**src/sv/cpa_pkg.sv**
```systemverilog
// constants, types and the reciprocal divide shared by the cascaded period averager
`default_nettype none

package cpa_pkg;

    localparam int SAMPLE_SECONDS = 1;
    localparam int SAMPLES_PER_MINUTE =
        (SAMPLE_SECONDS < 1 || SAMPLE_SECONDS > 60) ? 1 : 60 / SAMPLE_SECONDS;
    localparam int MINUTES_PER_HOUR = 60;
    localparam int HOURS_PER_DAY = 24;

    localparam int AVG_W = 15;
    localparam int SUM_W = 21;
    localparam int HSUM_W = 20;
    localparam int SCNT_W = 6;
    localparam int MCNT_W = 6;
    localparam int HCNT_W = 5;

    // exact floor division of any 21-bit dividend by a divisor up to 64, while the quotient fits in 15 bits
    localparam int DIV_SHIFT = SUM_W + 6;
    localparam int RECIP_W = DIV_SHIFT + 1;
    localparam logic [RECIP_W-1:0] RECIP_MINUTE =
        RECIP_W'((2 ** DIV_SHIFT + SAMPLES_PER_MINUTE - 1) / SAMPLES_PER_MINUTE);
    localparam logic [RECIP_W-1:0] RECIP_HOUR =
        RECIP_W'((2 ** DIV_SHIFT + MINUTES_PER_HOUR - 1) / MINUTES_PER_HOUR);
    localparam logic [RECIP_W-1:0] RECIP_DAY =
        RECIP_W'((2 ** DIV_SHIFT + HOURS_PER_DAY - 1) / HOURS_PER_DAY);

    // input register and six work stages, the last of which is the output register
    localparam int STAGES = 7;

    typedef struct packed {
        logic [AVG_W-1:0] sample;
        logic [AVG_W-1:0] minute_avg;
        logic [AVG_W-1:0] hour_avg;
        logic [AVG_W-1:0] day_avg;
        logic             minute_done;
        logic             hour_done;
        logic             day_done;
        logic [SUM_W-1:0] acc;
    } item_t;

    function automatic logic [AVG_W-1:0] recip_div(
        input logic [SUM_W-1:0]   x,
        input logic [RECIP_W-1:0] recip
    );
        logic [SUM_W+RECIP_W-1:0] prod;
        prod = {{RECIP_W{1'b0}}, x} * {{SUM_W{1'b0}}, recip};
        return prod[DIV_SHIFT +: AVG_W];
    endfunction

endpackage

`default_nettype wire

```
**src/sv/cpa_if.sv**
```systemverilog
// valid/ready channels for load samples and averaged results
`default_nettype none

interface cpa_sample_if
    import cpa_pkg::*;
();
    logic             valid;
    logic             ready;
    logic [AVG_W-1:0] sample;

    modport source (output valid, output sample, input ready);
    modport sink (input valid, input sample, output ready);
endinterface

interface cpa_result_if
    import cpa_pkg::*;
();
    logic             valid;
    logic             ready;
    logic [AVG_W-1:0] latest_sample;
    logic [AVG_W-1:0] minute_avg;
    logic [AVG_W-1:0] hour_avg;
    logic [AVG_W-1:0] day_avg;
    logic             minute_done;
    logic             hour_done;
    logic             day_done;

    modport source (
        output valid, output latest_sample, output minute_avg, output hour_avg,
        output day_avg, output minute_done, output hour_done, output day_done,
        input ready
    );
    modport sink (
        input valid, input latest_sample, input minute_avg, input hour_avg,
        input day_avg, input minute_done, input hour_done, input day_done,
        output ready
    );
endinterface

`default_nettype wire

```
**src/sv/cascaded_period_averager.sv**
```systemverilog
// cascaded minute, hour and day averager of a fixed-point load signal
//
//   channel   modport  payload
//   samples   sink     sample (15b, q.8)
//   results   source   latest_sample, minute_avg, hour_avg, day_avg, *_done
//
// one sample per cycle sustained while results.ready holds
// the three sum/divide levels each take an add stage and a reciprocal multiply stage
// rst_n clears all sums, counts, held averages and the pipeline valid bits
// a stalled result holds only the stages behind it; empty stages keep filling
`default_nettype none

module cascaded_period_averager
    import cpa_pkg::*;
(
    input  wire logic   clk,
    input  wire logic   rst_n,
    cpa_sample_if.sink  samples,
    cpa_result_if.source results
);

    item_t              pipe_reg [STAGES];
    item_t              step [STAGES-1];
    logic [STAGES-1:0]  valid_reg;
    logic [STAGES-1:0]  stage_ready;
    logic [STAGES-2:0]  fire;

    logic [SCNT_W-1:0]  sample_count_reg, sample_count_next;
    logic [MCNT_W-1:0]  minute_count_reg, minute_count_next;
    logic [HCNT_W-1:0]  hour_count_reg, hour_count_next;
    logic [SUM_W-1:0]   sample_sum_reg, sample_sum_next;
    logic [SUM_W-1:0]   minute_sum_reg, minute_sum_next;
    logic [HSUM_W-1:0]  hour_sum_reg, hour_sum_next;
    logic [AVG_W-1:0]   held_minute_reg, held_minute_next;
    logic [AVG_W-1:0]   held_hour_reg, held_hour_next;
    logic [AVG_W-1:0]   held_day_reg, held_day_next;

    logic [SUM_W-1:0]   sample_sum_add;
    logic [SUM_W-1:0]   minute_sum_add;
    logic [HSUM_W-1:0]  hour_sum_add;
    logic [AVG_W-1:0]   minute_q, hour_q, day_q;
    logic               minute_end, hour_end, day_end;

    // ready ripples back from the output through any empty stage
    always_comb
    begin
        stage_ready[STAGES-1] = !valid_reg[STAGES-1] || results.ready;
        for (int k = STAGES - 2; k >= 0; k--)
        begin
            stage_ready[k] = !valid_reg[k] || stage_ready[k+1];
        end
        for (int k = 0; k < STAGES - 1; k++)
        begin
            fire[k] = valid_reg[k] && stage_ready[k+1];
        end
    end

    assign samples.ready = stage_ready[0];

    // minute level: accumulate, then divide
    assign sample_sum_add = sample_sum_reg + SUM_W'(pipe_reg[0].sample);
    assign minute_end = (7'(sample_count_reg) + 7'd1) >= 7'(SAMPLES_PER_MINUTE);
    assign minute_q = recip_div(pipe_reg[1].acc, RECIP_MINUTE);

    // hour level
    assign minute_sum_add = minute_sum_reg + SUM_W'(pipe_reg[2].minute_avg);
    assign hour_end = (7'(minute_count_reg) + 7'd1) >= 7'(MINUTES_PER_HOUR);
    assign hour_q = recip_div(pipe_reg[3].acc, RECIP_HOUR);

    // day level
    assign hour_sum_add = hour_sum_reg + HSUM_W'(pipe_reg[4].hour_avg);
    assign day_end = (6'(hour_count_reg) + 6'd1) >= 6'(HOURS_PER_DAY);
    assign day_q = recip_div(SUM_W'(pipe_reg[5].acc), RECIP_DAY);

    always_comb
    begin
        for (int k = 0; k < STAGES - 1; k++)
        begin
            step[k] = pipe_reg[k];
        end

        step[0].acc = sample_sum_add;
        step[0].minute_done = minute_end;

        step[1].minute_avg = pipe_reg[1].minute_done ? minute_q : held_minute_reg;

        step[2].acc = minute_sum_add;
        step[2].hour_done = pipe_reg[2].minute_done && hour_end;

        step[3].hour_avg = pipe_reg[3].hour_done ? hour_q : held_hour_reg;

        step[4].acc = SUM_W'(hour_sum_add);
        step[4].day_done = pipe_reg[4].hour_done && day_end;

        step[5].day_avg = pipe_reg[5].day_done ? day_q : held_day_reg;
    end

    always_comb
    begin
        sample_count_next = sample_count_reg;
        sample_sum_next = sample_sum_reg;
        held_minute_next = held_minute_reg;
        minute_count_next = minute_count_reg;
        minute_sum_next = minute_sum_reg;
        held_hour_next = held_hour_reg;
        hour_count_next = hour_count_reg;
        hour_sum_next = hour_sum_reg;
        held_day_next = held_day_reg;

        if (fire[0])
        begin
            sample_count_next = minute_end ? '0 : sample_count_reg + 1'b1;
            sample_sum_next = minute_end ? '0 : sample_sum_add;
        end
        if (fire[1] && pipe_reg[1].minute_done)
        begin
            held_minute_next = minute_q;
        end
        if (fire[2] && pipe_reg[2].minute_done)
        begin
            minute_count_next = hour_end ? '0 : minute_count_reg + 1'b1;
            minute_sum_next = hour_end ? '0 : minute_sum_add;
        end
        if (fire[3] && pipe_reg[3].hour_done)
        begin
            held_hour_next = hour_q;
        end
        if (fire[4] && pipe_reg[4].hour_done)
        begin
            hour_count_next = day_end ? '0 : hour_count_reg + 1'b1;
            hour_sum_next = day_end ? '0 : hour_sum_add;
        end
        if (fire[5] && pipe_reg[5].day_done)
        begin
            held_day_next = day_q;
        end
    end

    always_ff @(posedge clk or negedge rst_n)
    begin
        if (!rst_n)
        begin
            valid_reg <= '0;
            sample_count_reg <= '0;
            sample_sum_reg <= '0;
            held_minute_reg <= '0;
            minute_count_reg <= '0;
            minute_sum_reg <= '0;
            held_hour_reg <= '0;
            hour_count_reg <= '0;
            hour_sum_reg <= '0;
            held_day_reg <= '0;
        end
        else
        begin
            if (stage_ready[0])
            begin
                valid_reg[0] <= samples.valid;
            end
            for (int k = 1; k < STAGES; k++)
            begin
                if (stage_ready[k])
                begin
                    valid_reg[k] <= valid_reg[k-1];
                end
            end
            sample_count_reg <= sample_count_next;
            sample_sum_reg <= sample_sum_next;
            held_minute_reg <= held_minute_next;
            minute_count_reg <= minute_count_next;
            minute_sum_reg <= minute_sum_next;
            held_hour_reg <= held_hour_next;
            hour_count_reg <= hour_count_next;
            hour_sum_reg <= hour_sum_next;
            held_day_reg <= held_day_next;
        end
    end

    // payload, no reset
    always_ff @(posedge clk)
    begin
        if (samples.valid && stage_ready[0])
        begin
            pipe_reg[0].sample <= samples.sample;
            pipe_reg[0].minute_avg <= '0;
            pipe_reg[0].hour_avg <= '0;
            pipe_reg[0].day_avg <= '0;
            pipe_reg[0].minute_done <= 1'b0;
            pipe_reg[0].hour_done <= 1'b0;
            pipe_reg[0].day_done <= 1'b0;
            pipe_reg[0].acc <= '0;
        end
        for (int k = 1; k < STAGES; k++)
        begin
            if (fire[k-1])
            begin
                pipe_reg[k] <= step[k-1];
            end
        end
    end

    assign results.valid = valid_reg[STAGES-1];
    assign results.latest_sample = pipe_reg[STAGES-1].sample;
    assign results.minute_avg = pipe_reg[STAGES-1].minute_avg;
    assign results.hour_avg = pipe_reg[STAGES-1].hour_avg;
    assign results.day_avg = pipe_reg[STAGES-1].day_avg;
    assign results.minute_done = pipe_reg[STAGES-1].minute_done;
    assign results.hour_done = pipe_reg[STAGES-1].hour_done;
    assign results.day_done = pipe_reg[STAGES-1].day_done;

`ifndef SYNTHESIS
    a_hour_needs_minute: assert property (@(posedge clk) disable iff (!rst_n)
        results.valid && results.hour_done |-> results.minute_done)
        else $error("hour completed without a minute");

    a_day_needs_hour: assert property (@(posedge clk) disable iff (!rst_n)
        results.valid && results.day_done |-> results.hour_done)
        else $error("day completed without an hour");

    a_sample_count_range: assert property (@(posedge clk) disable iff (!rst_n)
        7'(sample_count_reg) < 7'(SAMPLES_PER_MINUTE))
        else $error("sample count past end of minute");

    a_level_count_range: assert property (@(posedge clk) disable iff (!rst_n)
        7'(minute_count_reg) < 7'(MINUTES_PER_HOUR)
        && 6'(hour_count_reg) < 6'(HOURS_PER_DAY))
        else $error("minute or hour count past end of period");
`endif

endmodule

`default_nettype wire
```
**src/flat_wrapper.sv**
```systemverilog
// flat-port wrapper written by rule: the top's interface ports become plain ports
module cascaded_period_averager_flat import cpa_pkg::*;
  (clk, rst_n, samples_valid, samples_sample, samples_ready, results_valid, results_latest_sample, results_minute_avg, results_hour_avg, results_day_avg, results_minute_done, results_hour_done, results_day_done, results_ready);
  cpa_sample_if samples_i ();
  cpa_result_if results_i ();
  input  wire logic clk;
  input  wire logic rst_n;
  input wire logic [$bits(samples_i.valid)-1:0] samples_valid;
  input wire logic [$bits(samples_i.sample)-1:0] samples_sample;
  output wire logic [$bits(samples_i.ready)-1:0] samples_ready;
  output wire logic [$bits(results_i.valid)-1:0] results_valid;
  output wire logic [$bits(results_i.latest_sample)-1:0] results_latest_sample;
  output wire logic [$bits(results_i.minute_avg)-1:0] results_minute_avg;
  output wire logic [$bits(results_i.hour_avg)-1:0] results_hour_avg;
  output wire logic [$bits(results_i.day_avg)-1:0] results_day_avg;
  output wire logic [$bits(results_i.minute_done)-1:0] results_minute_done;
  output wire logic [$bits(results_i.hour_done)-1:0] results_hour_done;
  output wire logic [$bits(results_i.day_done)-1:0] results_day_done;
  input wire logic [$bits(results_i.ready)-1:0] results_ready;
  assign samples_i.valid = samples_valid;
  assign samples_i.sample = samples_sample;
  assign samples_ready = samples_i.ready;
  assign results_valid = results_i.valid;
  assign results_latest_sample = results_i.latest_sample;
  assign results_minute_avg = results_i.minute_avg;
  assign results_hour_avg = results_i.hour_avg;
  assign results_day_avg = results_i.day_avg;
  assign results_minute_done = results_i.minute_done;
  assign results_hour_done = results_i.hour_done;
  assign results_day_done = results_i.day_done;
  assign results_i.ready = results_ready;
  cascaded_period_averager u_core (.clk(clk), .rst_n(rst_n), .samples(samples_i), .results(results_i));
endmodule
```
**config.mk**
```make
export PLATFORM = sky130hd
export DESIGN_NAME = cascaded_period_averager_flat
export DESIGN_NICKNAME = d
export VERILOG_FILES = /design/src/sv/cpa_pkg.sv /design/src/sv/cpa_if.sv /design/src/sv/cascaded_period_averager.sv /design/src/flat_wrapper.sv
export SDC_FILE = /design/constraint.sdc
export NUM_CORES = 1
export LEC_CHECK = 0
export BUFFER_PORTS_ARGS = -buffer_cell sky130_fd_sc_hd__buf_2
export CORE_MARGIN = 10
export CORE_UTILIZATION = 55
export CTS_CLUSTER_SIZE = 28
export DETAILED_ROUTE_END_ITERATION = 7
export GPL_TIMING_DRIVEN = 0
export PLACE_DENSITY_LB_ADDON = 0.25
export SKIP_LAST_GASP = 1
export SLEW_MARGIN = 40
export SYNTH_ARGS = -nofsm -noshare
export SYNTH_HDL_FRONTEND = slang
export SYNTH_SLANG_ARGS = --single-unit
```
**constraint.sdc**
```tcl
create_clock -name clk -period 13.5 [get_ports clk]
set_input_delay 2.7 -clock clk [delete_from_list [all_inputs] [get_ports clk]]
set_output_delay 2.7 -clock clk [all_outputs]
set_load 0.03 [all_outputs]
```
=== Yosys cells after proc, flatten, opt, wreduce, memory -nomap -nowiden ===
Memories as Yosys holds them, arrays and structs flattened.
Index checks and enable logic that the tools add are counted.

* Magnitude comparators: 3
* $mul: 3
* Muxes and demuxes: 23
* $add $sub $neg: 9
* Reduce and logical (&&, ||, !) cells: 28

{| class="wikitable"
|+ Operator list
! operator !! number
|-
| multiplier 21 x 22 -> 42 bit (second input constant) || 2
|-
| two-way mux 15 bit || 3
|-
| adder 21 x 15 -> 21 bit || 2
|-
| two-way mux 21 bit || 2
|-
| multiplier 21 x 22 -> 41 bit (second input constant) || 1
|-
| adder 20 x 15 -> 20 bit || 1
|-
| two-way mux 20 bit || 1
|-
| adder 6 x 1 -> 7 bit (second input constant) || 2
|-
| greater-or-equal comparator 7 x 6 -> 1 bit (second input constant) || 2
|-
| logical AND 1 bit || 14
|-
| two-way mux 1 bit || 14
|-
| adder 6 x 1 -> 6 bit (second input constant) || 2
|-
| two-way mux 6 bit || 2
|-
| logical NOT 1 bit || 7
|-
| logical OR 1 bit || 7
|-
| adder 5 x 1 -> 6 bit (second input constant) || 1
|-
| greater-or-equal comparator 6 x 5 -> 1 bit (second input constant) || 1
|-
| adder 5 x 1 -> 5 bit (second input constant) || 1
|-
| two-way mux 5 bit || 1
|}

* Output and inout port bits: 65
* Logic and storage cells: 83
* Bits in writable memories: 588
* Memories kept: 1
* Register bits: 131
* Input port bits: 19

{| class="wikitable"
|+ Memory list
! memory !! depth !! width !! read ports !! clocked after Yosys merged registers in !! wr ports !! RTL line !! RTL
|-
| u_core.pipe_reg || 7 || 84 || 7 || 0 || 7 || cascaded_period_averager.sv:22 || <nowiki>item_t pipe_reg [STAGES];</nowiki>
|}

=== Logic depth before layout (Yosys ltp) ===
* Depth in word-level cells: 11
* Depth in mapped cells: 25
* Depth with buffers taken out: 25

=== Worst setup path after synthesis ===
No wires, ideal clock.

* Path kind: reg2reg
* Start: memory u_core.pipe_reg[5][8] (netlist name)
* End: memory u_core.pipe_reg[6][36] (netlist name) (data pin)
* Required time: 13,240 ps
* Cell stages (with the launch flop): 26
* Arrival: 6,484 ps
* Path slack: 6,756 ps
* Cells stage by stage: edfxtp_1 ha_1 inv_1 fa_1 xnor2_1 ha_1 a21o_1 inv_1 fa_1 inv_1 fa_1 inv_1 fa_1 inv_1 fa_1 ha_1 a21oi_1 o211ai_1 a2111oi_2 nor3b_1 nor4_2 o21ai_2 a211o_1 a31o_1 xor2_1 mux2_2

{| class="wikitable"
|+ RTL lines
! element !! RTL line
|-
| start: declaration || cascaded_period_averager.sv:22
|}

==> summary.md <==
| Metric | Value |
|---|---|
| Worst r2r src | `u_core.pipe_reg[5][8]$_DFFE_PP_` |
| Core Region | `0.0580 mm2` |
| DRT Pass-1 Iters | `5` |
| Area contributors post-synth | `edfxtp_1, ha_1, fa_1` |
| Main synth FF type | `edfxtp_1` |
| CTS H-Tree Depth | `2` |
| HPWL after DPL | `52400 um` |
| Worst setup EP type | `flop` |
| CTS tree | `built` |
| Critical hold path startpoint | `u_core.pipe_reg[1][80]$_DFFE_PP_` |
| First-pass GRT wire length | `108000 um` |
| Hold Crit Class | `flop to flop` |
| Most frequent cells in the layout | `ha_1, inv_1, edfxtp_1` |
| Clock-pin slew on the worst setup and hold paths | `0.07 ns` |
| CTS resizes | `0` |
| Drt total wl | `65200 um` |
| Die ar. | `0.0690 mm2` |
| Area occupied by multi-input gates | `0.0179 mm2` |
| Slew margin rel. | `0.454` |
| Yosys top cell by area | `edfxtp_1` |
| Worst Skew | `0.0185 ns` |
| DRT antenna net count | `0` |
| Yosys top cell area share | `0.291` |
| I/O pins | `84` |
| RSZ-0062 raised after global routing | `false` |
| Total number of vias | `20.0k` |
| Ys Warns | `0` |
| Fin crit period | `7.48 ns` |
| Crit share post-route | `0.554` |
| Largest net degree at the start of global routing | `68` |
| Fill count | `4497` |
| Post-Syn Area | `0.0324 mm2` |
| Worst Tran Pin Value | `0.811 ns` |
| Die Wd | `263 um` |
| Synth Area per Inst | `12.1 um2` |
| GRT Overall Usage | `0.190` |
| Sequential area share after synthesis | `0.392` |
| Combined flip-flop and latch cell area | `0.0127 mm2` |
| Drt drc | `0` |
| Layout cells sized above 1 | `0.0912` |
| Clock Path Buffers | `3` |
| Wire length on met2 | `32700 um` |
| Final setup violation count | `0` |
| Arrival @ worst endpoint | `7.83 ns` |
| Crit Path Class | `flop to flop` |
| Status | `finished clean` |
| Hold-fix buffers, CTS | `0` |
| Post-Syn Instances | `2682` |
| Slew Viols, Final | `0` |
| Vias per inst | `5.52` |
| Per-cell routed wire length | `18.0 um` |
| Syn nets | `3497` |
| # rows | `88` |
| Startpoint types | `flop` |
| IO Port Bufs | `83` |
| Distinct cells, synth | `73` |
| Post-synth EDFFs | `314` |
| Met3 wire length | `2270 um` |
| Die height | `263 um` |
| Asr flop ratio synth | `0.294` |
| Post-layout util | `0.614` |
| Number of setup buffers added after CTS | `0` |
| Max reg flops | `314` |
| Setup TNS | `0 ns` |
| Initial antenna violation count | `0` |
| Syn-to-layout area delta | `9.91%` |
| Clock latency on the worst-skew pair | `0.61 ns` |
| Hold Fails Final Rpt | `0` |
| Seq cells post-synth | `445` |
| Commonest non-fill, non-tap cell in the layout | `ha_1` |
| Met1 WL | `28400 um` |
| Critical Path RT | `13.85 ns` |
| CP max FO | `5` |
| Clock Sink Count | `445` |
| Nets | `3638` |
| # Max-Cap Violations | `0` |
| Fmax | `134 MHz` |
| Worst setup path start | `u_core.pipe_reg[5][8]$_DFFE_PP_` |
| Initial core utilization | `0.559` |
| CTS buffer count | `47` |
| Remaining Overflow, GRT | `0` |
| Iter 0 DRT Violations | `1109` |
| Vias in the first global route | `21.1k` |
| Root buf cell | `clkbuf_16` |
| Placer congestion estimate | `0.903` |
| Top layer in use | `met4` |
| N_diodes | `0` |
[layout make-up]
type	instances	share of cell area
buffer	27	0.00284
multi-input combinational	1742	0.502
inverter	468	0.0493
clock buffer	62	0.0358
timing repair buffer	92	0.0176
clock inverter	26	0.00913
tap	765	0.0269
sequential	445	0.357
[stage by stage]
| step | instances | area (um2) | hold slack (ns) | setup WS (ns) |
|---|---|---|---|---|
| after CTS | 3627 | 35600 | 0.415 | 5.95 |
| final | 3627 | 35600 | 0.411 | 6.02 |
| after global placement | 3530 | 33800 | 0.401 | 4.72 |
| after floorplan | 2682 | 32400 | 0.400 | 6.76 |
| after global routing | 3627 | 35600 | 0.422 | 5.54 |
| after detailed placement | 3539 | 34000 | 0.405 | 5.97 |
[logic make-up after synthesis]
family | share of synthesized area
xor+xnor | 0.0276
flops | 0.392
buf+inv | 0.0573
fa+ha+maj | 0.362
compound gates | 0.0768
mux | 0.0233
simple gates | 0.0610
[final timing paths]
kind	endpoint	slack (ns)	depth (start not counted)
setup reg to reg	u_core.pipe_reg[6][37]$_DFFE_PP_	6.02	25
hold reg to reg	u_core.pipe_reg[2][80]$_DFFE_PP_	0.41	0
setup / recovery	u_core.pipe_reg[6][37]$_DFFE_PP_	6.02	25
hold / removal	u_core.pipe_reg[2][80]$_DFFE_PP_	0.41	0
max in group asynchronous	u_core.sample_count_reg[4]$_DFFE_PN0P_	10.73	3
min in group asynchronous	u_core.held_hour_reg[2]$_DFFE_PN0P_	2.05	2
[routing by layer]
| layer | vias to the layer above | track usage |
|---|---|---|
| met5 | - | 0 |
| met4 | 0 | 0.0562 |
| met3 | 113 | 0.0250 |
| met2 | 355 | 0.333 |
| met1 | 9982 | 0.241 |
| li1 | 9586 | - |
[critical path, cell delays in order, from the launching register on]
cell       delay (ns)
edfxtp_1         0.47
ha_1             0.36
inv_1            0.08
fa_1             0.61
xnor2_1          0.15
ha_1             0.16
a21o_1           0.22
inv_1            0.10
fa_1             0.55
inv_1            0.08
fa_1             0.49
inv_1            0.06
fa_1             0.52
inv_1            0.06
fa_1             0.49
ha_1             0.35
nand3_1          0.10
nor2_1           0.10
nand4_1          0.22
nor4_1           0.78
nor4_2           0.17
o21ai_2          0.34
a2111oi_4        0.14
nor3_1           0.27
nor2_1           0.08
mux2_2           0.28
[cells in the mapped netlist, types with 35 or more instances]
cell type	count
nor2_1	75
o21ai_0	84
inv_1	466
mux2_2	67
nand3_1	42
fa_1	236
ha_1	560
nand2_1	125
dfrtp_1	131
xor2_1	36
a21oi_1	94
edfxtp_1	314
a22o_1	35
a21o_1	38
xnor2_1	66
Power is not shown: default switching activity piles up to over one toggle a cycle in this logic, so the estimate is an artifact.
